--- src/rtl/core/vm5_pkg.sv ---
`default_nettype none

package vm5_pkg;

  localparam int DefaultMaxLineWidth = 1024;
  localparam int WindowRows          = 5;
  localparam int StoreRows           = WindowRows - 1;
  localparam int SlotW               = $clog2(StoreRows);
  localparam int PixelW              = 8;
  localparam int LineWidthW          = 11;
  localparam int FrameHeightW        = 13;
  localparam int RowW                = 12;
  localparam int HeightMax           = 4096;
  localparam int LineWidthReset      = 512;
  localparam int FrameHeightReset    = 512;
  localparam int CfgDataW            = FrameHeightW;
  localparam int QueueDepth          = 4;

  typedef enum logic [0:0] {
    CfgLineWidth   = 1'b0,
    CfgFrameHeight = 1'b1
  } cfg_index_e;

  typedef logic [StoreRows-1:0][PixelW-1:0] store_rows_t;

  // Item handed from the front stage to the median stage
  typedef struct packed {
    logic [SlotW-1:0]  slot;
    logic [PixelW-1:0] pixel;
    logic              line_end;
    logic              frame_end;
  } front_item_t;

  function automatic logic [PixelW-1:0] min8(input logic [PixelW-1:0] x,
                                             input logic [PixelW-1:0] y);
    return (x < y) ? x : y;
  endfunction

  function automatic logic [PixelW-1:0] max8(input logic [PixelW-1:0] x,
                                             input logic [PixelW-1:0] y);
    return (x > y) ? x : y;
  endfunction

  // a..d are rows r-4..r-1, e is the new pixel of row r
  function automatic logic [PixelW-1:0] median5(input logic [PixelW-1:0] a,
                                                input logic [PixelW-1:0] b,
                                                input logic [PixelW-1:0] c,
                                                input logic [PixelW-1:0] d,
                                                input logic [PixelW-1:0] e);
    logic [PixelW-1:0] lo;
    logic [PixelW-1:0] hi;
    lo = max8(min8(a, b), min8(c, d));
    hi = min8(max8(a, b), max8(c, d));
    return max8(min8(e, lo), min8(hi, max8(e, lo)));
  endfunction

endpackage

`default_nettype wire

--- src/rtl/core/vm5_front.sv ---
`default_nettype none

module vm5_front #(
  parameter int MAX_LINE_WIDTH = vm5_pkg::DefaultMaxLineWidth
) (
  input  wire logic                               clk_i,
  input  wire logic                               rst_ni,
  input  wire logic                               cfg_valid_i,
  output      logic                               cfg_ready_o,
  input  wire logic                               cfg_index_i,
  input  wire logic [vm5_pkg::CfgDataW-1:0]       cfg_data_i,
  input  wire logic                               in_valid_i,
  output      logic                               in_ready_o,
  input  wire logic [vm5_pkg::PixelW-1:0]         in_pixel_i,
  input  wire logic                               in_sof_i,
  output      logic                               store_en_o,
  output      logic [$clog2(MAX_LINE_WIDTH)-1:0]  store_addr_o,
  output      logic [vm5_pkg::SlotW-1:0]          store_slot_o,
  output      logic                               item_valid_o,
  output      vm5_pkg::front_item_t               item_o,
  input  wire logic                               item_ready_i
);
  import vm5_pkg::*;

  localparam int ColW    = $clog2(MAX_LINE_WIDTH);
  localparam int CmpW    = ((ColW > LineWidthW) ? ColW : LineWidthW) + 1;
  localparam int ResetWm1 =
    ((LineWidthReset > MAX_LINE_WIDTH) ? MAX_LINE_WIDTH : LineWidthReset) - 1;
  localparam int ResetHm1 = FrameHeightReset - 1;

  logic [CmpW-1:0]         wm1_q, wm1_d;
  logic [FrameHeightW-1:0] hm1_q, hm1_d;
  logic [ColW-1:0]         col_q, col_d, col_cur;
  logic [RowW-1:0]         row_q, row_d, row_cur;
  logic                    last_col, last_row, has_result, accept;
  logic                    item_valid_q, item_valid_d;
  front_item_t             item_q;
  logic [CmpW-1:0]         lw_ext;

  assign cfg_ready_o = 1'b1;

  // Keep width-1 and height-1 clamped to their legal ranges
  always_comb begin
    wm1_d  = wm1_q;
    hm1_d  = hm1_q;
    lw_ext = CmpW'(cfg_data_i[LineWidthW-1:0]);
    if (cfg_valid_i) begin
      unique case (cfg_index_e'(cfg_index_i))
        CfgLineWidth: begin
          if (lw_ext == '0) begin
            wm1_d = '0;
          end else if (lw_ext > CmpW'(MAX_LINE_WIDTH)) begin
            wm1_d = CmpW'(MAX_LINE_WIDTH - 1);
          end else begin
            wm1_d = lw_ext - CmpW'(1);
          end
        end
        CfgFrameHeight: begin
          if (cfg_data_i < FrameHeightW'(WindowRows)) begin
            hm1_d = FrameHeightW'(WindowRows - 1);
          end else if (cfg_data_i > FrameHeightW'(HeightMax)) begin
            hm1_d = FrameHeightW'(HeightMax - 1);
          end else begin
            hm1_d = cfg_data_i - FrameHeightW'(1);
          end
        end
      endcase
    end
  end

  assign in_ready_o = !item_valid_q || item_ready_i;
  assign accept     = in_valid_i && in_ready_o;

  always_comb begin
    col_cur    = in_sof_i ? '0 : col_q;
    row_cur    = in_sof_i ? '0 : row_q;
    last_col   = CmpW'(col_cur) >= wm1_q;
    last_row   = FrameHeightW'(row_cur) >= hm1_q;
    has_result = row_cur >= RowW'(StoreRows);

    col_d = col_q;
    row_d = row_q;
    if (accept) begin
      if (last_col) begin
        col_d = '0;
        row_d = last_row ? '0 : row_cur + RowW'(1);
      end else begin
        col_d = col_cur + ColW'(1);
        row_d = row_cur;
      end
    end

    item_valid_d = item_valid_q;
    if (accept) begin
      item_valid_d = has_result;
    end else if (item_ready_i) begin
      item_valid_d = 1'b0;
    end
  end

  always_ff @(posedge clk_i or negedge rst_ni) begin
    if (!rst_ni) begin
      wm1_q        <= CmpW'(ResetWm1);
      hm1_q        <= FrameHeightW'(ResetHm1);
      col_q        <= '0;
      row_q        <= '0;
      item_valid_q <= 1'b0;
    end else begin
      wm1_q        <= wm1_d;
      hm1_q        <= hm1_d;
      col_q        <= col_d;
      row_q        <= row_d;
      item_valid_q <= item_valid_d;
    end
  end

  always_ff @(posedge clk_i) begin
    if (accept) begin
      item_q.slot      <= row_cur[SlotW-1:0];
      item_q.pixel     <= in_pixel_i;
      item_q.line_end  <= last_col;
      item_q.frame_end <= last_col && last_row;
    end
  end

  assign store_en_o   = accept;
  assign store_addr_o = col_cur;
  assign store_slot_o = row_cur[SlotW-1:0];
  assign item_valid_o = item_valid_q;
  assign item_o       = item_q;

endmodule

`default_nettype wire

--- config.mk ---
export PLATFORM = sky130hd
export DESIGN_NAME = vm5_front
export DESIGN_NICKNAME = d
export VERILOG_FILES = /design/src/rtl/core/vm5_pkg.sv /design/src/rtl/core/vm5_front.sv
export SDC_FILE = /design/constraint.sdc
export NUM_CORES = 1
export LEC_CHECK = 0
export BUFFER_PORTS_ARGS = -buffer_cell sky130_fd_sc_hd__buf_2
export CORE_MARGIN = 10
export CORE_UTILIZATION = 60
export CTS_CLUSTER_DIAMETER = 50
export DETAILED_ROUTE_END_ITERATION = 8
export PLACE_DENSITY_LB_ADDON = 0.12
export SLEW_MARGIN = 25
export SYNTH_ARGS = -nofsm -noshare
export SYNTH_HDL_FRONTEND = slang
export SYNTH_SLANG_ARGS = --single-unit
export TNS_END_PERCENT = 10
--- constraint.sdc ---
create_clock -name clk_i -period 6.9 [get_ports clk_i]
set_input_delay 0 -clock clk_i [delete_from_list [all_inputs] [get_ports clk_i]]
set_output_delay 0 -clock clk_i [all_outputs]
set_load 0.05 [all_outputs]
; ---- After elaboration in Yosys (flattened, before gate mapping)
; Cells that the tools add are included.
[word_totals]
input_bits = 28
elab_cells = 39
reg_bits = 60
out_inout_bits = 28
[op_classes]
n_mux = 11
addsub = 4
reduce_logical = 8
order_cmp = 6
bitwise_logic = 1
[op_table]
columns = operator, n
row1 = two-way mux 12 bit, 5
row2 = two-way mux 13 bit, 2
row3 = two-way mux 10 bit, 2
row4 = >= comparator 12 x 13 -> 1 bit, 1
row5 = "> comparator 13 bit, second input constant", 1
row6 = "< comparator 13 x 3 -> 1 bit, second input constant", 1
row7 = "subtractor 13 x 1 -> 13 bit, second input constant", 1
row8 = "adder 12 x 1 -> 12 bit, second input constant", 1
row9 = >= comparator 10 x 12 -> 1 bit, 1
row10 = ">= comparator 12 x 3 -> 1 bit, second input constant", 1
row11 = "subtractor 11 x 1 -> 12 bit, second input constant", 1
row12 = "> comparator 11 bit, second input constant", 1
row13 = zero test 11 bit, 1
row14 = "adder 10 x 1 -> 10 bit, second input constant", 1
row15 = AND reduction 2 bit, 2
row16 = logical AND 1 bit, 2
row17 = two-way mux 1 bit, 2
row18 = nonzero test 2 bit, 1
row19 = zero test 1 bit, 1
row20 = logical OR 1 bit, 1
row21 = NOT 1 bit, 1

; ---- Longest topological paths before layout
[depth]
depth_word = 4
depth_mapped = 14
mapped_depth_nobuf = 12

; ---- Least setup slack after synthesis
; Ideal clock, no wire load.
[synth_timing]
path_kind = register -> register
startpoint = register col_q[2]
endpoint = register row_q[11]
arrival_time_ps = 2986
setup_slack_ps = 3793
stages_incl_launch_ff = 11
setup_ps = 121
synth_period_minus_slack_ps = 3107
t_required_ps = 6779
n_path_buf = 2
path_cell_list = dfrtp_1 -> nor2b_1 -> ha_1 -> a211oi_1 -> o21ai_0 -> a21oi_1 -> or2_2 -> clkbuf_1 -> clkbuf_1 -> nor4_1 -> a22o_1
[synth_via]
elab_chain_len = 3
[synth_lines]
columns = element, line_no
row1 = "start, declared", vm5_front.sv:33  ; logic [ColW-1:0] col_q, col_d, col_cur;
row2 = "start signal, assigned", vm5_front.sv:111  ; col_q <= col_d;
row3 = two-way mux 10 bit, vm5_front.sv:75  ; col_cur = in_sof_i ? '0 : col_q;
row4 = net store_addr_o[2], vm5_front.sv:17  ; output logic [$clog2(MAX_LINE_WIDTH)-1:0] store_addr_o,
row5 = >= comparator 10 x 12 -> 1 bit, vm5_front.sv:77  ; last_col = CmpW'(col_cur) >= wm1_q;
row6 = two-way mux 12 bit, vm5_front.sv:84  ; if (last_col) begin
row7 = "end signal, assigned", vm5_front.sv:112  ; row_q <= row_d;
row8 = "end, declared", vm5_front.sv:34  ; logic [RowW-1:0] row_q, row_d, row_cur;
; The timed path passes the listed nets, and every way through them passes these cells.
; A chain may end at the register's enable or synchronous reset.

; ---- Final worst setup path
[layout_timing]
startpoint = register col_q[2]
endpoint = register row_q[1]
[layout_via]
elab_chain_len = 3
[layout_lines]
columns = element, line_no
row1 = two-way mux 10 bit, vm5_front.sv:75
row2 = >= comparator 10 x 12 -> 1 bit, vm5_front.sv:77
row3 = two-way mux 12 bit, vm5_front.sv:84
; Every way passes these cells.

==> flow_results.org <==
** Yosys
- sky130_fd_sc_hd__nand2_1 is the most common cell in the netlist.
- Seq cells post-synth :: 60
- Sequential-to-total area share from yosys stat :: between 40% and 50%
- The synthesized design spends more area on one cell type than any other, namely sky130_fd_sc_hd__dfrtp_1.
- By area the synthesized netlist is led by sky130_fd_sc_hd__dfrtp_1, sky130_fd_sc_hd__dfstp_2, sky130_fd_sc_hd__edfxtp_1.
- After synthesis, the mean cell area works out to approximately 9 µm².
- During synthesis, Yosys emitted a total of 0 warnings.
- Synthesis handed over a netlist of 413 instances.
- After synthesis, the netlist uses 52 different library cells.
- Netlist Area Pre-Place :: 3740 µm²
- In the synthesized netlist, the cells that appear most often are sky130_fd_sc_hd__nand2_1, sky130_fd_sc_hd__inv_1, sky130_fd_sc_hd__dfrtp_1, sky130_fd_sc_hd__o21ai_0, sky130_fd_sc_hd__nor2_1.
- Post-Syn Nets :: between 400 and 500
- Yosys mapped a number of flops with a built-in enable equal to 12.
- Share of the synthesized area in the top cell type :: roughly a fifth
- For this run, the leading register cell type out of synthesis is sky130_fd_sc_hd__dfrtp_1.
- Counting flops with an async set or reset pin after synthesis yields a share of 80.0%.

** Global routing
- Initial antenna violation count :: 0
- Global routing used about a fifth of the available tracks.
- Vias in the first global route :: approximately 3300
- Total congestion overflow :: 0
- Maximum number of pins on one net before global-route repair :: 49
- The first global-routing pass estimated 15.4 mm of wire.

** Outcome
- Result of the run :: finished clean

** Critical path
- Together, buffers and inverters on the worst path number 2.
- Crit Path Class :: flop to flop
- STA classifies the critical path startpoint as a flop.
- Setup slack on the worst flop-to-flop path :: roughly 3.5 ns
- Traced cell by cell, the critical path runs through nor2b_1 > ha_1 > a211oi_1 > o21ai_0 > a21oi_1 > or2_2 > inv_1 > o21ai_2 > inv_2 > nor2_1 > a32o_1.
- For this run, the slowest stage of the critical path takes just under 0.4 ns.
- Data arrives at the worst endpoint at about 3.6 ns.
- The largest individual stage delay along the critical path comes from the cell sky130_fd_sc_hd__nor2_1.
- Critical path capture point type :: flop
- Family with the most delay on the worst path :: simple AND/OR/NAND/NOR gates
- Of all nets on the critical path, the largest fanout is 21.
- Data on the critical path is required at its endpoint by between 7 and 8 ns.

** Finish
- Synthesis-to-layout area growth :: 17.2%
- At the end of the flow, the number of nets in the layout was ~520.
- The finished cells cover approximately 4400 µm².
- Share of final-layout standard cells stronger than drive strength 1 :: between 20% and 30%
- Antenna diodes :: 0
- Fill cell instance count of the final layout :: approximately 460

** STA
- After layout, the worst setup slack is between 3 and 4 ns.
- Based on the critical path, the design can be clocked at up to just under 300 MHz.
- Transition time at the pin with the least slew margin :: around 0.83 ns
- The count of final hold-check violations came to 0.
- Setup repair after global routing left no endpoint under its margin.
- On the final layout, the worst hold slack is roughly 0.036 ns.
- Clock skew on the completed layout was measured at ~0.009 ns.
- Setup_tns :: 0 ns
- Headroom to the max-slew limit came out at 44.4%.
- Setup violations remaining at the end of the flow were counted as 0.
- Final clock period utilization by the worst path :: between 40% and 50%
- Subtracting the final worst setup slack from the clock period gives about 3.4 ns.
- Pins over their slew limit :: 0

** Routing
- Wires add up to around 9.2 mm.
- The detailed router finished its first iteration with ~150 violations.
- For this run, design rule violations remaining after detail routing come to 0.
- Dividing the detail-routed via count by the number of cells gives 5.87.
- For this run, the detailed router's first-pass iteration total came to 5.
- Once detail routing completed, the nets flagged for antenna violations numbered 0.
- Across all layers, the routed design uses between 3000 and 4000 vias.
- Routed WL per cell :: about 17 µm

** Min path
- The worst hold path belongs to the class input pin to flop.

** Placed design
- Port Buffers :: 54
- Post-place setup slack :: approximately 3.6 ns
- Placement Cell Area :: 4020 µm²
- Detailed placement finished with a half-perimeter wire length of about 6.5 mm.
- The congestion estimate from routability-driven global placement came to ~0.88.

** Floorplan
- In this run the horizontal extent of the chip is between 90 and 100 µm.
- In this run the count of I/O pins placed on the die edge is 56.
- The core region is 5990 µm².
- From bottom edge to top edge, the die measures slightly below 100 µm.
- For this configuration, the core starts out at a cell density of around 62%.
- Total Die Area :: slightly below 10000 µm²
- The initialized floorplan defines 28 standard-cell rows.

** Pwr
- In this run the static leakage power is around 2.1 nW.
- Pwr/cell area :: 220 nW/µm²
- Overall power consumption after layout is estimated at 964 µW.
- IR analysis of the VDD net gives a maximum drop of between 0.15 and 0.2 mV.

** Clock tree
- Clock tree from TritonCTS :: yes
- Buffers added to address setup during post-CTS repair amount to 0.
- The longest clock path from root to sink contains 2 buffers.
- Clock tree synthesis selected as its root buffer the cell sky130_fd_sc_hd__clkbuf_8.
- Worst skew pair latency :: approximately 0.34 ns
- Num Clock Sinks :: 60
- Number of buffers created by CTS :: 9
- Number of H-tree levels :: 3
- Clock edge transition at the registers on the reported setup and hold paths :: approximately 0.060 ns

** Flow run
- Max-cap violations in this run came to 0.
## placed cells by master, fill, tap and decap left out, types with 7 or more instances in the layout
master / count
sky130_fd_sc_hd__buf_2: 53
sky130_fd_sc_hd__nand2_1: 37
sky130_fd_sc_hd__inv_1: 33
sky130_fd_sc_hd__o21ai_0: 30
sky130_fd_sc_hd__dfrtp_1: 30
sky130_fd_sc_hd__nor2_1: 28
sky130_fd_sc_hd__ha_1: 23
sky130_fd_sc_hd__nor2b_1: 19
sky130_fd_sc_hd__dfstp_2: 18
sky130_fd_sc_hd__a21oi_1: 15
sky130_fd_sc_hd__a21o_1: 14
sky130_fd_sc_hd__nand3_1: 14
sky130_fd_sc_hd__nor3_1: 14
sky130_fd_sc_hd__xnor2_1: 13
sky130_fd_sc_hd__dlygate4sd3_1: 13
sky130_fd_sc_hd__edfxtp_1: 12
sky130_fd_sc_hd__o31ai_1: 10
sky130_fd_sc_hd__clkbuf_8: 9
sky130_fd_sc_hd__a211oi_1: 8
sky130_fd_sc_hd__nand4_1: 7
sky130_fd_sc_hd__and3_1: 7
sky130_fd_sc_hd__a22o_1: 7
## flip-flops by register name, indices dropped and copies added (netlist names)
name,flops
row_q,12
item_o,12
col_q,10
hm1_q,13
item_valid_o,1
wm1_q,12
## per-stage QoR
stage          instances  utilization [%]
3_5_place_dp         523             67.1
2_1_floorplan        413                -
6_report             552             73.2
5_1_grt              552             73.2
3_3_place_gp         523             67.1
4_1_cts              552             73.2
## tightest hold or removal path, cell delays in order
cell and delay (ns):
sky130_fd_sc_hd__buf_2 0.12, sky130_fd_sc_hd__a211oi_1 0.09, sky130_fd_sc_hd__a21o_1 0.16
## area by class of cell
cell class	instances	area (µm²)	area share [%]
Clock buffer	10	128	2.91
Clock inverter	6	103	2.34
Inverter	34	128	2.91
Multi-Input combinational cell	299	1940	44.2
Sequential cell	60	1580	36.1
Tap cell	75	93.8	2.14
Timing Repair Buffer	68	410	9.36
## where the power goes
part           total [mW]  switching [mW]  leakage (nW)  internal, mW
registers           0.421          0.0192         0.713         0.402
logic               0.170           0.110          1.26        0.0602
clock network       0.373           0.136         0.115         0.237
total               0.964           0.265          2.09         0.699
## repair_timing
| action | in CTS | in global routing |
|---|---|---|
| endpoints found under the hold margin | 41 | 0 |
| gates resized for setup | 0 | 0 |
| hold buffers | 13 | 0 |
## cells by family (layout without fill, tap and decap cells)
logic type / count (synthesis) / count (layout) / share of synthesized area (%)
muxes: 2 / 2 / 0.535
and+or+nand+nor: 152 / 152 / 20.8
DFF: 60 / 60 / 42.3
other: 1 / 1 / 0.100
xor gates and xnor gates: 16 / 16 / 3.74
AOI/OAI and AO/OA: 102 / 102 / 18.1
adders and majority gates: 26 / 26 / 8.53
buffers and inverters: 54 / 118 / 5.85
## final timing paths
path	start	endpoint	depth (start not counted)
max in group asynchronous	rst_ni	hm1_q[5]	2
worst max-delay path	col_q[2]	row_q[1]	11
worst max register to register	col_q[2]	row_q[1]	11
worst min register to register	wm1_q[2]	wm1_q[2]	2
min in group asynchronous	rst_ni	col_q[1]	2
worst min-delay path	cfg_data_i[0]	wm1_q[0]	3
## metal layers
layer	routed length (µm)	vias to the layer above	part of all wire [%]	track usage, %
met3	592	13	6.5	5.24
met5	0	-	0	0
met1	4060	1532	44	22.6
met2	4360	117	48	31.3
met4	141	0	1.5	7.28
li1	-	1580	-	-
Power figures use the tool's default switching activity.
