<file path="config.mk">
export PLATFORM = sky130hd
export DESIGN_NAME = vm5_back
export DESIGN_NICKNAME = d
export VERILOG_FILES = /design/src/rtl/core/vm5_pkg.sv /design/src/rtl/core/vm5_back.sv
export SDC_FILE = /design/constraint.sdc
export NUM_CORES = 1
export LEC_CHECK = 0
export CORE_MARGIN = 2
export CORE_UTILIZATION = 65
export CTS_CLUSTER_DIAMETER = 40
export CTS_CLUSTER_SIZE = 10
export DETAILED_ROUTE_END_ITERATION = 8
export DONT_BUFFER_PORTS = 1
export PLACE_DENSITY = 0.84
export SKIP_LAST_GASP = 1
export SYNTH_ARGS = -nofsm -noshare
export SYNTH_HDL_FRONTEND = slang
export SYNTH_SLANG_ARGS = --single-unit
export TNS_END_PERCENT = 10
</file>
<file path="constraint.sdc">
create_clock -name clk_i -period 3.66 [get_ports clk_i]
set_input_delay 0.549 -clock clk_i [delete_from_list [all_inputs] [get_ports clk_i]]
set_output_delay 0.549 -clock clk_i [all_outputs]
set_load 0.005 [all_outputs]
</file>
<file path="src/rtl/core/vm5_pkg.sv">
`default_nettype none

package vm5_pkg;

  localparam int DefaultMaxLineWidth = 1024;
  localparam int WindowRows          = 5;
  localparam int StoreRows           = WindowRows - 1;
  localparam int SlotW               = $clog2(StoreRows);
  localparam int PixelW              = 8;
  localparam int LineWidthW          = 11;
  localparam int FrameHeightW        = 13;
  localparam int RowW                = 12;
  localparam int HeightMax           = 4096;
  localparam int LineWidthReset      = 512;
  localparam int FrameHeightReset    = 512;
  localparam int CfgDataW            = FrameHeightW;
  localparam int QueueDepth          = 4;

  typedef enum logic [0:0] {
    CfgLineWidth   = 1'b0,
    CfgFrameHeight = 1'b1
  } cfg_index_e;

  typedef logic [StoreRows-1:0][PixelW-1:0] store_rows_t;

  // Item handed from the front stage to the median stage
  typedef struct packed {
    logic [SlotW-1:0]  slot;
    logic [PixelW-1:0] pixel;
    logic              line_end;
    logic              frame_end;
  } front_item_t;

  function automatic logic [PixelW-1:0] min8(input logic [PixelW-1:0] x,
                                             input logic [PixelW-1:0] y);
    return (x < y) ? x : y;
  endfunction

  function automatic logic [PixelW-1:0] max8(input logic [PixelW-1:0] x,
                                             input logic [PixelW-1:0] y);
    return (x > y) ? x : y;
  endfunction

  // a..d are rows r-4..r-1, e is the new pixel of row r
  function automatic logic [PixelW-1:0] median5(input logic [PixelW-1:0] a,
                                                input logic [PixelW-1:0] b,
                                                input logic [PixelW-1:0] c,
                                                input logic [PixelW-1:0] d,
                                                input logic [PixelW-1:0] e);
    logic [PixelW-1:0] lo;
    logic [PixelW-1:0] hi;
    lo = max8(min8(a, b), min8(c, d));
    hi = min8(max8(a, b), max8(c, d));
    return max8(min8(e, lo), min8(hi, max8(e, lo)));
  endfunction

endpackage

`default_nettype wire

</file>
<file path="src/rtl/core/vm5_back.sv">
`default_nettype none

module vm5_back (
  input  wire logic                        clk_i,
  input  wire logic                        rst_ni,
  input  wire logic                        item_valid_i,
  input  wire vm5_pkg::front_item_t        item_i,
  input  wire vm5_pkg::store_rows_t        rows_i,
  output      logic                        item_ready_o,
  output      logic                        out_valid_o,
  input  wire logic                        out_ready_i,
  output      logic [vm5_pkg::PixelW-1:0]  out_median_o,
  output      logic                        out_line_end_o,
  output      logic                        out_frame_end_o
);
  import vm5_pkg::*;

  localparam int PtrW = $clog2(QueueDepth);
  localparam int CntW = PtrW + 1;

  typedef struct packed {
    logic [PixelW-1:0] median;
    logic              line_end;
    logic              frame_end;
  } result_t;

  result_t           queue_q [QueueDepth];
  result_t           res;
  logic [PtrW-1:0]   wr_ptr_q, wr_ptr_d, rd_ptr_q, rd_ptr_d;
  logic [CntW-1:0]   count_q, count_d;
  logic              push, pop;
  logic [PixelW-1:0] a, b, c, d;

  // Rotate the banks so a is the oldest row of this column
  always_comb begin
    a = rows_i[item_i.slot];
    b = rows_i[item_i.slot + SlotW'(1)];
    c = rows_i[item_i.slot + SlotW'(2)];
    d = rows_i[item_i.slot + SlotW'(3)];
    res.median    = median5(a, b, c, d, item_i.pixel);
    res.line_end  = item_i.line_end;
    res.frame_end = item_i.frame_end;
  end

  assign item_ready_o = count_q != CntW'(QueueDepth);
  assign push         = item_valid_i && item_ready_o;
  assign out_valid_o  = count_q != '0;
  assign pop          = out_valid_o && out_ready_i;

  always_comb begin
    wr_ptr_d = push ? wr_ptr_q + PtrW'(1) : wr_ptr_q;
    rd_ptr_d = pop ? rd_ptr_q + PtrW'(1) : rd_ptr_q;
    count_d  = count_q + CntW'(push) - CntW'(pop);
  end

  always_ff @(posedge clk_i or negedge rst_ni) begin
    if (!rst_ni) begin
      wr_ptr_q <= '0;
      rd_ptr_q <= '0;
      count_q  <= '0;
    end else begin
      wr_ptr_q <= wr_ptr_d;
      rd_ptr_q <= rd_ptr_d;
      count_q  <= count_d;
    end
  end

  always_ff @(posedge clk_i) begin
    if (push) begin
      queue_q[wr_ptr_q] <= res;
    end
  end

  assign out_median_o    = queue_q[rd_ptr_q].median;
  assign out_line_end_o  = queue_q[rd_ptr_q].line_end;
  assign out_frame_end_o = queue_q[rd_ptr_q].frame_end;

endmodule

`default_nettype wire

</file>
==> results.cfg, run 1 <==
[yosys]
async_flop_share_pct = 14.89
synth_area_mm2 = 0.005107
synth-seq-cells = 47
ys_types = 58
syn_inst = 561
synthFlopType = edfxtp_1
postSynthAreaPerCell_um2 = 9.104
synth_warnings = 0
synth_seq_area_share_pct = 26.95
syn-num-nets = 665
synth_edf_count = 40

[die]
rows = 32
ios = 60
die_height_um = 92.64
start_util_pct = 66.44
die_x_um = 92.64

[clock_network]
cts_buffer_depth = 2
clock_sinks = 47
clockRootBuffer = clkbuf_8
cts_made_buffers = 5
h-tree-depth = 2

[placement]
io_buffers = 0
hpwl_um = 14830
dp_cells = 803
finalWeightedCongestion = 1.043

[grt]
grtUsageTotal_pct = 72.52
grt_pass1_vias = 7389
grt_overflow = 13
grt_pass1_wl_um = 44770
grt_max_degree = 39

[outcome]
lastStage = global routing
status = stopped before the end
error = [ERROR GRT-0116] Global routing finished with congestion. Check the congestion regions in the DRC Viewer.
## cells by family after synthesis
kind of cell | count (synthesis) | synth area share (%)
muxes | 87 | 20.14
and+or+nand+nor | 151 | 14.63
buffers and inverters | 73 | 5.806
xor gates and xnor gates | 6 | 1.029
AOI/OAI and AO/OA | 138 | 17.00
adders and majority gates | 59 | 14.45
DFF | 47 | 26.95
## metrics by stage
stage	setup WS, ps	area (um^2)
detailed placement	-6469	6623
floorplan	-5757	5440
global placement	-5782	6623
CTS	-5932	7226
## routing by layer
layer,global-route usage (%),overflow
met3,58.83,1
met2,89.48,6
met1,72.13,0
met4,65.81,6
met5,41.67,0
## synth_stat cells, types with 6 or more instances
library cell,instances,area share (%)
a21o_1,12,1.8
a21oi_1,52,5.1
and2_1,11,1.3
and3_1,10,1.2
clkbuf_1,15,1.1
dfrtp_1,7,3.4
edfxtp_1,40,24
ha_1,55,13
inv_1,52,3.8
mux2_2,22,4.9
mux2i_1,54,11
mux4_2,10,4.4
nand2_1,35,2.6
nand3_1,12,1.2
nand4_1,6,0.74
nor2_1,37,2.7
nor2b_1,10,1.2
nor3_1,15,1.5
o21a_1,6,0.88
o21ai_0,30,2.9
## what timing repair did
action                                 in CTS
hold buffers                                1
resized for setup                          49
buffers inserted                           37
setup endpoints to repair                  32
pin swaps                                  22
cloned                                      0
endpoints found under the hold margin       7
==> inputs of run 2 (changes only) <==
CORE_UTILIZATION = 40   (was 65)
CTS_CLUSTER_DIAMETER = not set   (was 40)
CTS_CLUSTER_SIZE = not set   (was 10)
PLACE_DENSITY = not set   (was 0.84)
PLACE_DENSITY_LB_ADDON = 0.15   (was not set)
==> run 2 against run 1 <==
- the flow now finishes, with violations (negative setup slack)
- area after synthesis is the same
- synthesized cell count is the same
==> results.cfg, run 2 <==
[final_layout]
fin_nets = 845
drive_gt1_share_pct = 42.86
final_cells = 914
largest-register = queue_q
diodes = 0
final_common_cell = buf_4
syn2layout_area_growth_pct = 43.83
largestRegisters = queue_q (40), count_q (3)
largest_reg_flops = 40
final_cell_mix = buf_4 (187), inv_1 (48), mux2i_1 (45)

[clock_network]
clock_sinks = 47
h-tree-depth = 2
clockRootBuffer = clkbuf_16
clk_latency_ps = 280
cts_tree = built
cts_buffer_depth = 2
cts.reportedPaths.clkPinSlew_ps = 60
cts_made_buffers = 5

[yosys]
synth_area_leaders = edfxtp_1 (24%), ha_1 (13%), mux2i_1 (11%)
synth_area_mm2 = 0.005107
ys_types = 58
synthFlopType = edfxtp_1
async_flop_share_pct = 14.89
synth-seq-cells = 47
yosys-top-cells-count = ha_1 (55), mux2i_1 (54), a21oi_1 (52), inv_1 (52), edfxtp_1 (40)
syn_inst = 561
synth.most_common_cell = ha_1
syn-num-nets = 665
synth_edf_count = 40
yosys.area.top_type = edfxtp_1
synth_seq_area_share_pct = 26.95
postSynthAreaPerCell_um2 = 9.104
synth_warnings = 0
synth_top_cell_area_share_pct = 23.52

[grt]
grt_overflow = 0
grtUsageTotal_pct = 20.99
grt_pass1_wl_um = 22800
grt_max_degree = 39
grt_pass1_vias = 4803
antenna_found_initial = 0

[worst_setup_path]
path_class = in2reg
arrival_ps = 9590
cpMaxStageDelayCell = or4_4
slowest_delay_ps = 550
path_max_fanout = 33
required_ps = 3790
cpMostUsedCell = o21ai_1
start_kind = primary input
end_kind = register

[sta]
hold_viol_final = 0
fmax_mhz = 105.7
holdWs_ps = 363.8
period_needed_ps = 9459
rsz0062_at_grt = true
worst_slack_ps = -5799
fin_crit_sh_pct = 258.4
finClkSkew_ps = 4.829
worst_pin_slew_ps = 711.5
finalSetupViolations = 32
report.final.slew_viol_count = 0
slew_headroom_pct = 52.57

[outcome]
status = finished with violations
violations = negative setup slack

[die]
ios = 60
die_height_um = 117.0
rows = 41
die-area_mm2 = 0.01369
core_area_mm2 = 0.01252
die_x_um = 117.0
start_util_pct = 40.80

[route]
firstDrtPassIters = 5
vias = 4824
routedWlPerCell_um = 15.61
drc_errors = 0
wl_um = 14270
drtIter0Drc = 208
postRouteAntennaNets = 0
via_per_inst = 5.278

[placement]
io_buffers = 0
finalWeightedCongestion = 0.9754
dp_cells = 887
hpwl_um = 11670

[worst_hold_path]
min_path_type = in2reg

[power]
p_leak_nw = 3.353
total_power_w = 0.007319
ir_drop_mv = 0.5312
powerDensity_mw_per_mm2 = 996.3

[run]
maxCapViolations = 0
==> run 2: cell counts after synthesis <==
No cell type changed its count.
==> run 2: cell families (layout without fill, tap and decap cells) <==
family | after synthesis | after routing | share of synthesized area, %
fa+ha+maj | 59 | 59 | 14.45
mux | 87 | 87 | 20.14
flops | 47 | 47 | 26.95
xor+xnor | 6 | 6 | 1.029
simple gates | 151 | 151 | 14.63
buf+inv | 73 | 254 | 5.806
compound gates | 138 | 138 | 17.00
==> run 2: per-stage QoR <==
step	TNS [ps]	instance area (um^2)	utilization, %	setup slack, ps
final	-178100	7346	58.69	-5799
after global routing	-192900	7346	58.69	-6237
after CTS	-173650	7196	57.49	-5653
after detailed placement	-190850	6803	54.35	-6157
after global placement	-185970	6803	54.35	-6016
after floorplan	-176140	5440	-	-5757
==> run 2: repair_timing <==
action,CTS,global route
setup endpoints to repair,32,32
resized for setup,30,15
pin swaps,21,9
hold endpoints to repair,7,0
hold buffers,1,0
gates cloned,1,1
setup buffers,13,4
==> run 2: path summary, 6_finish.rpt <==
check,slack [ps],end,cells past startpoint,from
setup reg to reg,1340,count_q[2],9,count_q[1]
hold reg to reg,530,count_q[0],1,count_q[0]
setup / recovery,-5800,queue_q[0][3],49,item_i[10]
hold / removal,360,queue_q[1][1],0,item_i[1]
min in group asynchronous,600,count_q[2],1,rst_ni
max in group asynchronous,2830,count_q[0],1,rst_ni
==> run 2: worst max-delay path: cells and delay by family <==
family / cells / cell delay, ps
AO/OA/AOI/OAI: 21 / 3360
multiplexers: 2 / 650
AND/OR/NAND/NOR: 14 / 2790
adder cells (fa/ha/maj): 5 / 1320
buffers and inverters: 7 / 890
==> run 2: area by class of cell <==
type,count,area (um^2)
fill,1107,5171
multi-input combinational,441,3899
timing repair buffer,193,1510
sequential,47,1376
tap,172,215.2
inverter,53,203.9
clock buffer,6,128.9
clock inverter,2,12.51
==> run 2: where the power goes <==
part,internal (W),switching (W)
clock,0.000252,0.000171
sequential,0.00120,0.000129
combinational,0.00286,0.00271
==> run 2: metal layers <==
| metal | vias to the layer above | share of wire [%] | track usage (%) |
|---|---|---|---|
| li1 | 2443 | - | - |
| met1 | 2293 | 48 | 28.44 |
| met2 | 71 | 48 | 37.07 |
| met3 | 17 | 2.1 | 1.596 |
| met4 | 0 | 1.4 | 4.000 |
| met5 | - | 0 | 0 |
(Power assumes the default switching activity.)
==> inputs of run 3 (changes only) <==
clock period = 10.45 ns   (was 3.66 ns; I/O delays follow)
==> run 3 against run 2 <==
- wire length decreased by 3.6%
- die area unchanged
- via count shrank 4.7%
- sequential power decreased by 65%
- setup slack improved by 5600 ps
- sequential share of layout area is 0.93 points higher
- highest routed layer unchanged
- first-iteration DRC count fell by 4.8%
- clock skew shrank 1.6 ps
- the run still ends with negative setup slack left
- critical path type unchanged
- non-clock buffer count decreased by 53
==> results.cfg, run 3 (same netlist as run 2, synthesis figures left out) <==
[power]
p_leak_nw = 3.119
p_switching_w = 0.001069
p_int_w = 0.001518
p_comb_share_pct = 74.2
seqPwrFrac_pct = 18.1
swShare_pct = 41.32
ir_drop_mv = 0.1731
powerDensity_mw_per_mm2 = 369.8
clkPwrFrac_pct = 7.7

[final_layout]
regArea_mm2 = 0.001376
fin_nets = 792
final_cell_mix = buf_4 (132), inv_1 (46), ha_1 (44)
final_common_cell = buf_4
multi_input_area_mm2 = 0.003895
largestRegisters = queue_q (40), count_q (3)
diodes = 0
syn2layout_area_growth_pct = 37.02
drive_gt1_share_pct = 39.91
largest-register = queue_q
largest_reg_flops = 40
fin_area_mm2 = 0.006998
final_cells = 861
n_fill_cell = 1108

[grt]
antenna_found_initial = 0
grt_max_degree = 39
grt_overflow = 0
grtUsageTotal_pct = 20.34
grt_pass1_wl_um = 22100
grt_pass1_vias = 4535

[worst_setup_path]
required_ps = 10570
arrival_ps = 10750
path_max_fanout = 38
path_class = in2reg
cpMostUsedCell = a21oi_2
start_kind = primary input
end_kind = register
worst_path_dominant_cell_family = compound AO/OA/AOI/OAI gates
slowest_delay_ps = 500
cpMaxStageDelayCell = or4_4
path_buf_inv = 6
rrSetupSlack_ps = 8110

[clock_network]
cts_made_buffers = 5
clk_latency_ps = 280
h-tree-depth = 2
cts.reportedPaths.clkPinSlew_ps = 60
clockRootBuffer = clkbuf_16
clock_sinks = 47
cts_buffer_depth = 2
hold_buffers = 0
cts_tree = built

[worst_hold_path]
min_path_type = reg2reg

[route]
routedWlPerCell_um = 15.98
wl_um = 13760
drc_errors = 0
postRouteAntennaNets = 0
via_per_inst = 5.338
firstDrtPassIters = 4
drtIter0Drc = 198
vias = 4596

[placement]
io_buffers = 0
finalWeightedCongestion = 0.8839
placed_area_mm2 = 0.006315
hpwl_um = 11070
dp_cells = 822

[sta]
fmax_mhz = 94.15
report.final.slew_viol_count = 0
worst_pin_slew_ps = 779.4
rsz0062_at_grt = true
finalSetupViolations = 8
fin_crit_sh_pct = 101.6
hold_viol_final = 0
period_needed_ps = 10620
holdWs_ps = 521.1
worst_slack_ps = -171.7
slew_headroom_pct = 47.38
finClkSkew_ps = 3.270

[outcome]
status = finished with violations
violations = negative setup slack

[die]
core_area_mm2 = 0.01252
ios = 60
die_x_um = 117.0
rows = 41
die_height_um = 117.0
start_util_pct = 40.80
die-area_mm2 = 0.01369

[run]
maxCapViolations = 0
## run 3: metal layers
metal,vias to the layer above,wire length (um),global-route usage (%)
li1,2335,-,-
met1,2177,6417,27.61
met2,76,6739,35.49
met3,8,484,2.369
met4,0,119,3.373
met5,-,0,0
## run 3: power groups by stage
stage	Combinational, W	Clock, W	Sequential, W
after floorplan	0.00112	0	0.000443
after global placement	0.00165	0	0.000468
after detailed placement	0.00168	0	0.000472
after CTS	0.00176	0.000202	0.000472
after global routing	0.00212	0.000212	0.000481
final	0.00192	0.000199	0.000469
## run 3: metrics by stage
stage | setup TNS [ps] | setup WS, ps | total power [W] | utilization, %
finish | -1178 | -171.7 | 0.002588 | 55.91
global route | -14220 | -630.2 | 0.002808 | 55.91
CTS | 0 | 3.502 | 0.002436 | 53.31
detailed placement | -8366 | -445.7 | 0.002150 | 50.45
global placement | -4749 | -345.3 | 0.002119 | 50.45
floorplan | 0 | 14.81 | 0.001559 | -
## run 3: final cells by class
type | instances | area share [%]
multi-input combinational | 441 | 55.66
sequential | 47 | 19.67
timing repair buffer | 140 | 15.89
tap | 172 | 3.075
inverter | 53 | 2.950
clock buffer | 5 | 1.788
clock inverter | 3 | 0.9655
## run 3: final timing paths
path / start / end / cells past startpoint
setup reg to reg: count_q[1] / count_q[2] / 9
setup / recovery: item_i[11] / queue_q[0][3] / 50
hold / removal: count_q[0] / count_q[0] / 1
hold reg to reg: count_q[0] / count_q[0] / 1
max in group asynchronous: rst_ni / wr_ptr_q[1] / 0
min in group asynchronous: rst_ni / count_q[1] / 0
## run 3: repair_timing
item,in CTS,in global routing
gates cloned,0,1
setup endpoints to repair,8,32
setup buffers,12,18
gates resized for setup,18,37
pin swaps,10,22
==> inputs of run 4 (changes only) <==
--- a/config.mk
+++ b/config.mk
@@ -7,5 +7,5 @@
 export LEC_CHECK = 0
 export CORE_MARGIN = 2
-export CORE_UTILIZATION = 40
+export CORE_UTILIZATION = 60
 export DETAILED_ROUTE_END_ITERATION = 8
 export DONT_BUFFER_PORTS = 1
==> constraint.sdc (replaced) <==
create_clock -name clk_i -period 10.45 [get_ports clk_i]
set_input_delay 1.045 -clock clk_i [delete_from_list [all_inputs] [get_ports clk_i]]
set_output_delay 1.045 -clock clk_i [all_outputs]
set_load 0.005 [all_outputs]
==> run 4 against run 3 <==
- largest cell class unchanged
- sequential cell count unchanged
- the flow now finishes without violations
- sequential power about the same
- first-iteration DRC count up 77%
==> results.cfg, run 4 (same netlist as run 2, synthesis figures left out) <==
[final_layout]
diodes = 0
syn2layout_area_growth_pct = 23.20
drive_gt1_share_pct = 30.30
largest_reg_flops = 40
final_common_cell = buf_4
largest-register = queue_q
largestRegisters = queue_q (40), count_q (3)
fin_area_mm2 = 0.006292
final_cell_mix = buf_4 (80), inv_1 (51), ha_1 (50)
fin_nets = 740

[outcome]
status = finished, final reports clean

[placement]
hpwl_um = 10030
io_buffers = 0
placed_area_mm2 = 0.005710
post-place-ws_ps = -433.5
finalWeightedCongestion = 0.9504

[grt]
grt_pass1_wl_um = 19240
grt_max_degree = 39
antenna_found_initial = 0
grt_pass1_vias = 4053
grtUsageTotal_pct = 26.87
grt_overflow = 0

[sta]
finClkSkew_ps = 8.889
hold_viol_final = 0
finalSetupViolations = 0
fin_crit_sh_pct = 97.31
worst_slack_ps = 280.7
report.final.slew_viol_count = 0
fmax_mhz = 98.34
slew_headroom_pct = 55.64
period_needed_ps = 10170
worst_pin_slew_ps = 665.4

[route]
postRouteAntennaNets = 0
firstDrtPassIters = 5
wl_um = 13370
via_per_inst = 6.085
drc_errors = 0
routedWlPerCell_um = 18.02
vias = 4515
drtIter0Drc = 351

[worst_setup_path]
cpMaxStageDelayCell = maj3_1
start_kind = primary input
slowest_delay_ps = 380
required_ps = 10600
path_class = in2reg
end_kind = register
arrival_ps = 10320
path_max_fanout = 33
cpMostUsedCell = a21oi_1

[power]
ir_drop_mv = 0.2750
p_leak_nw = 2.802
powerDensity_mw_per_mm2 = 384.8

[clock_network]
clk_latency_ps = 300
cts.reportedPaths.clkPinSlew_ps = 90
h-tree-depth = 2
clock_sinks = 47
clockRootBuffer = clkbuf_8
cts_made_buffers = 5
cts_tree = built
cts_buffer_depth = 2
hold_buffers = 0

[die]
die_x_um = 96.26
ios = 60
die_height_um = 96.26
start_util_pct = 62.16
core_area_mm2 = 0.008217
rows = 33
die-area_mm2 = 0.009266

[worst_hold_path]
min_path_type = in2async

[run]
maxCapViolations = 0
==> run 4: cell count changes in the layout (fill, tap and decap cells not counted), moves of 5 or more <==
cell / before / now
mux2i_1: 42 / 47
inv_1: 46 / 51
clkbuf_16: 6 / 1
buf_4: 132 / 80
clkbuf_8: 0 / 5
mux2i_2: 10 / 3
a21oi_2: 26 / 20
o21ai_2: 6 / 1
o21ai_0: 19 / 25
ha_4: 10 / 3
a21oi_1: 25 / 30
ha_1: 44 / 50
==> run 4: worst paths after layout <==
check | slack [ps] | from | to | cells after the start
hold reg to reg | 540 | count_q[0] | count_q[0] | 1
hold / removal | 430 | rst_ni | rd_ptr_q[0] | 0
setup reg to reg | 8110 | count_q[1] | count_q[2] | 9
max in group asynchronous | 9950 | rst_ni | count_q[2] | 0
setup / recovery | 280 | item_i[10] | queue_q[3][3] | 49
min in group clk_i | 540 | count_q[0] | count_q[0] | 1
==> run 4: area by class of cell <==
cell class | count | area [um^2]
clock buffer | 6 | 72.57
clock inverter | 2 | 37.54
fill | 537 | 1924
inverter | 53 | 202.7
multi-input combinational | 441 | 3756
sequential | 47 | 1376
tap | 105 | 131.4
timing repair buffer | 88 | 715.7
==> run 4: critical path: cells and delay by family <==
kind,cells,cell delay (ps)
mux,4,1080
fa+ha+maj,6,1680
buf+inv,8,1000
compound gates,23,4270
simple gates,8,1240
==> run 4: per-stage QoR <==
| step | TNS (ps) | hold slack [ps] | cells | total power (W) | utilization, % |
|---|---|---|---|---|---|
| 3_5_place_dp | -4942 | 520.9 | 718 | 0.001973 | 69.50 |
| 4_1_cts | 0 | 425.3 | 726 | 0.002129 | 71.04 |
| 3_3_place_gp | -197.7 | 517.0 | 718 | 0.001914 | 69.50 |
| 5_1_grt | -3866 | 407.2 | 742 | 0.002598 | 76.58 |
| 6_report | 0 | 427.0 | 742 | 0.002421 | 76.58 |
| 2_1_floorplan | 0 | 494.4 | 561 | 0.001472 | - |
==> run 4: power by group <==
group / internal, W / switching (W)
registers: 0.000421 / 0.0000451
clock network: 0.0000714 / 0.0000603
logic: 0.000875 / 0.000948
total: 0.00137 / 0.00105
==> run 4: repair_timing <==
action / in CTS / in global routing
gates cloned: 0 / 3
resized for setup: 4 / 76
endpoints found under the setup margin: 4 / 32
setup buffers: 0 / 13
pin swaps: 0 / 27
==> run 4: layer usage <==
layer / vias to the layer above / part of all wire, % / GRT usage (%)
met5: - / 0 / 0
met1: 2131 / 45 / 39.40
met4: 0 / 1.4 / 4.881
met3: 19 / 7.2 / 4.072
met2: 144 / 46 / 42.19
li1: 2221 / - / -
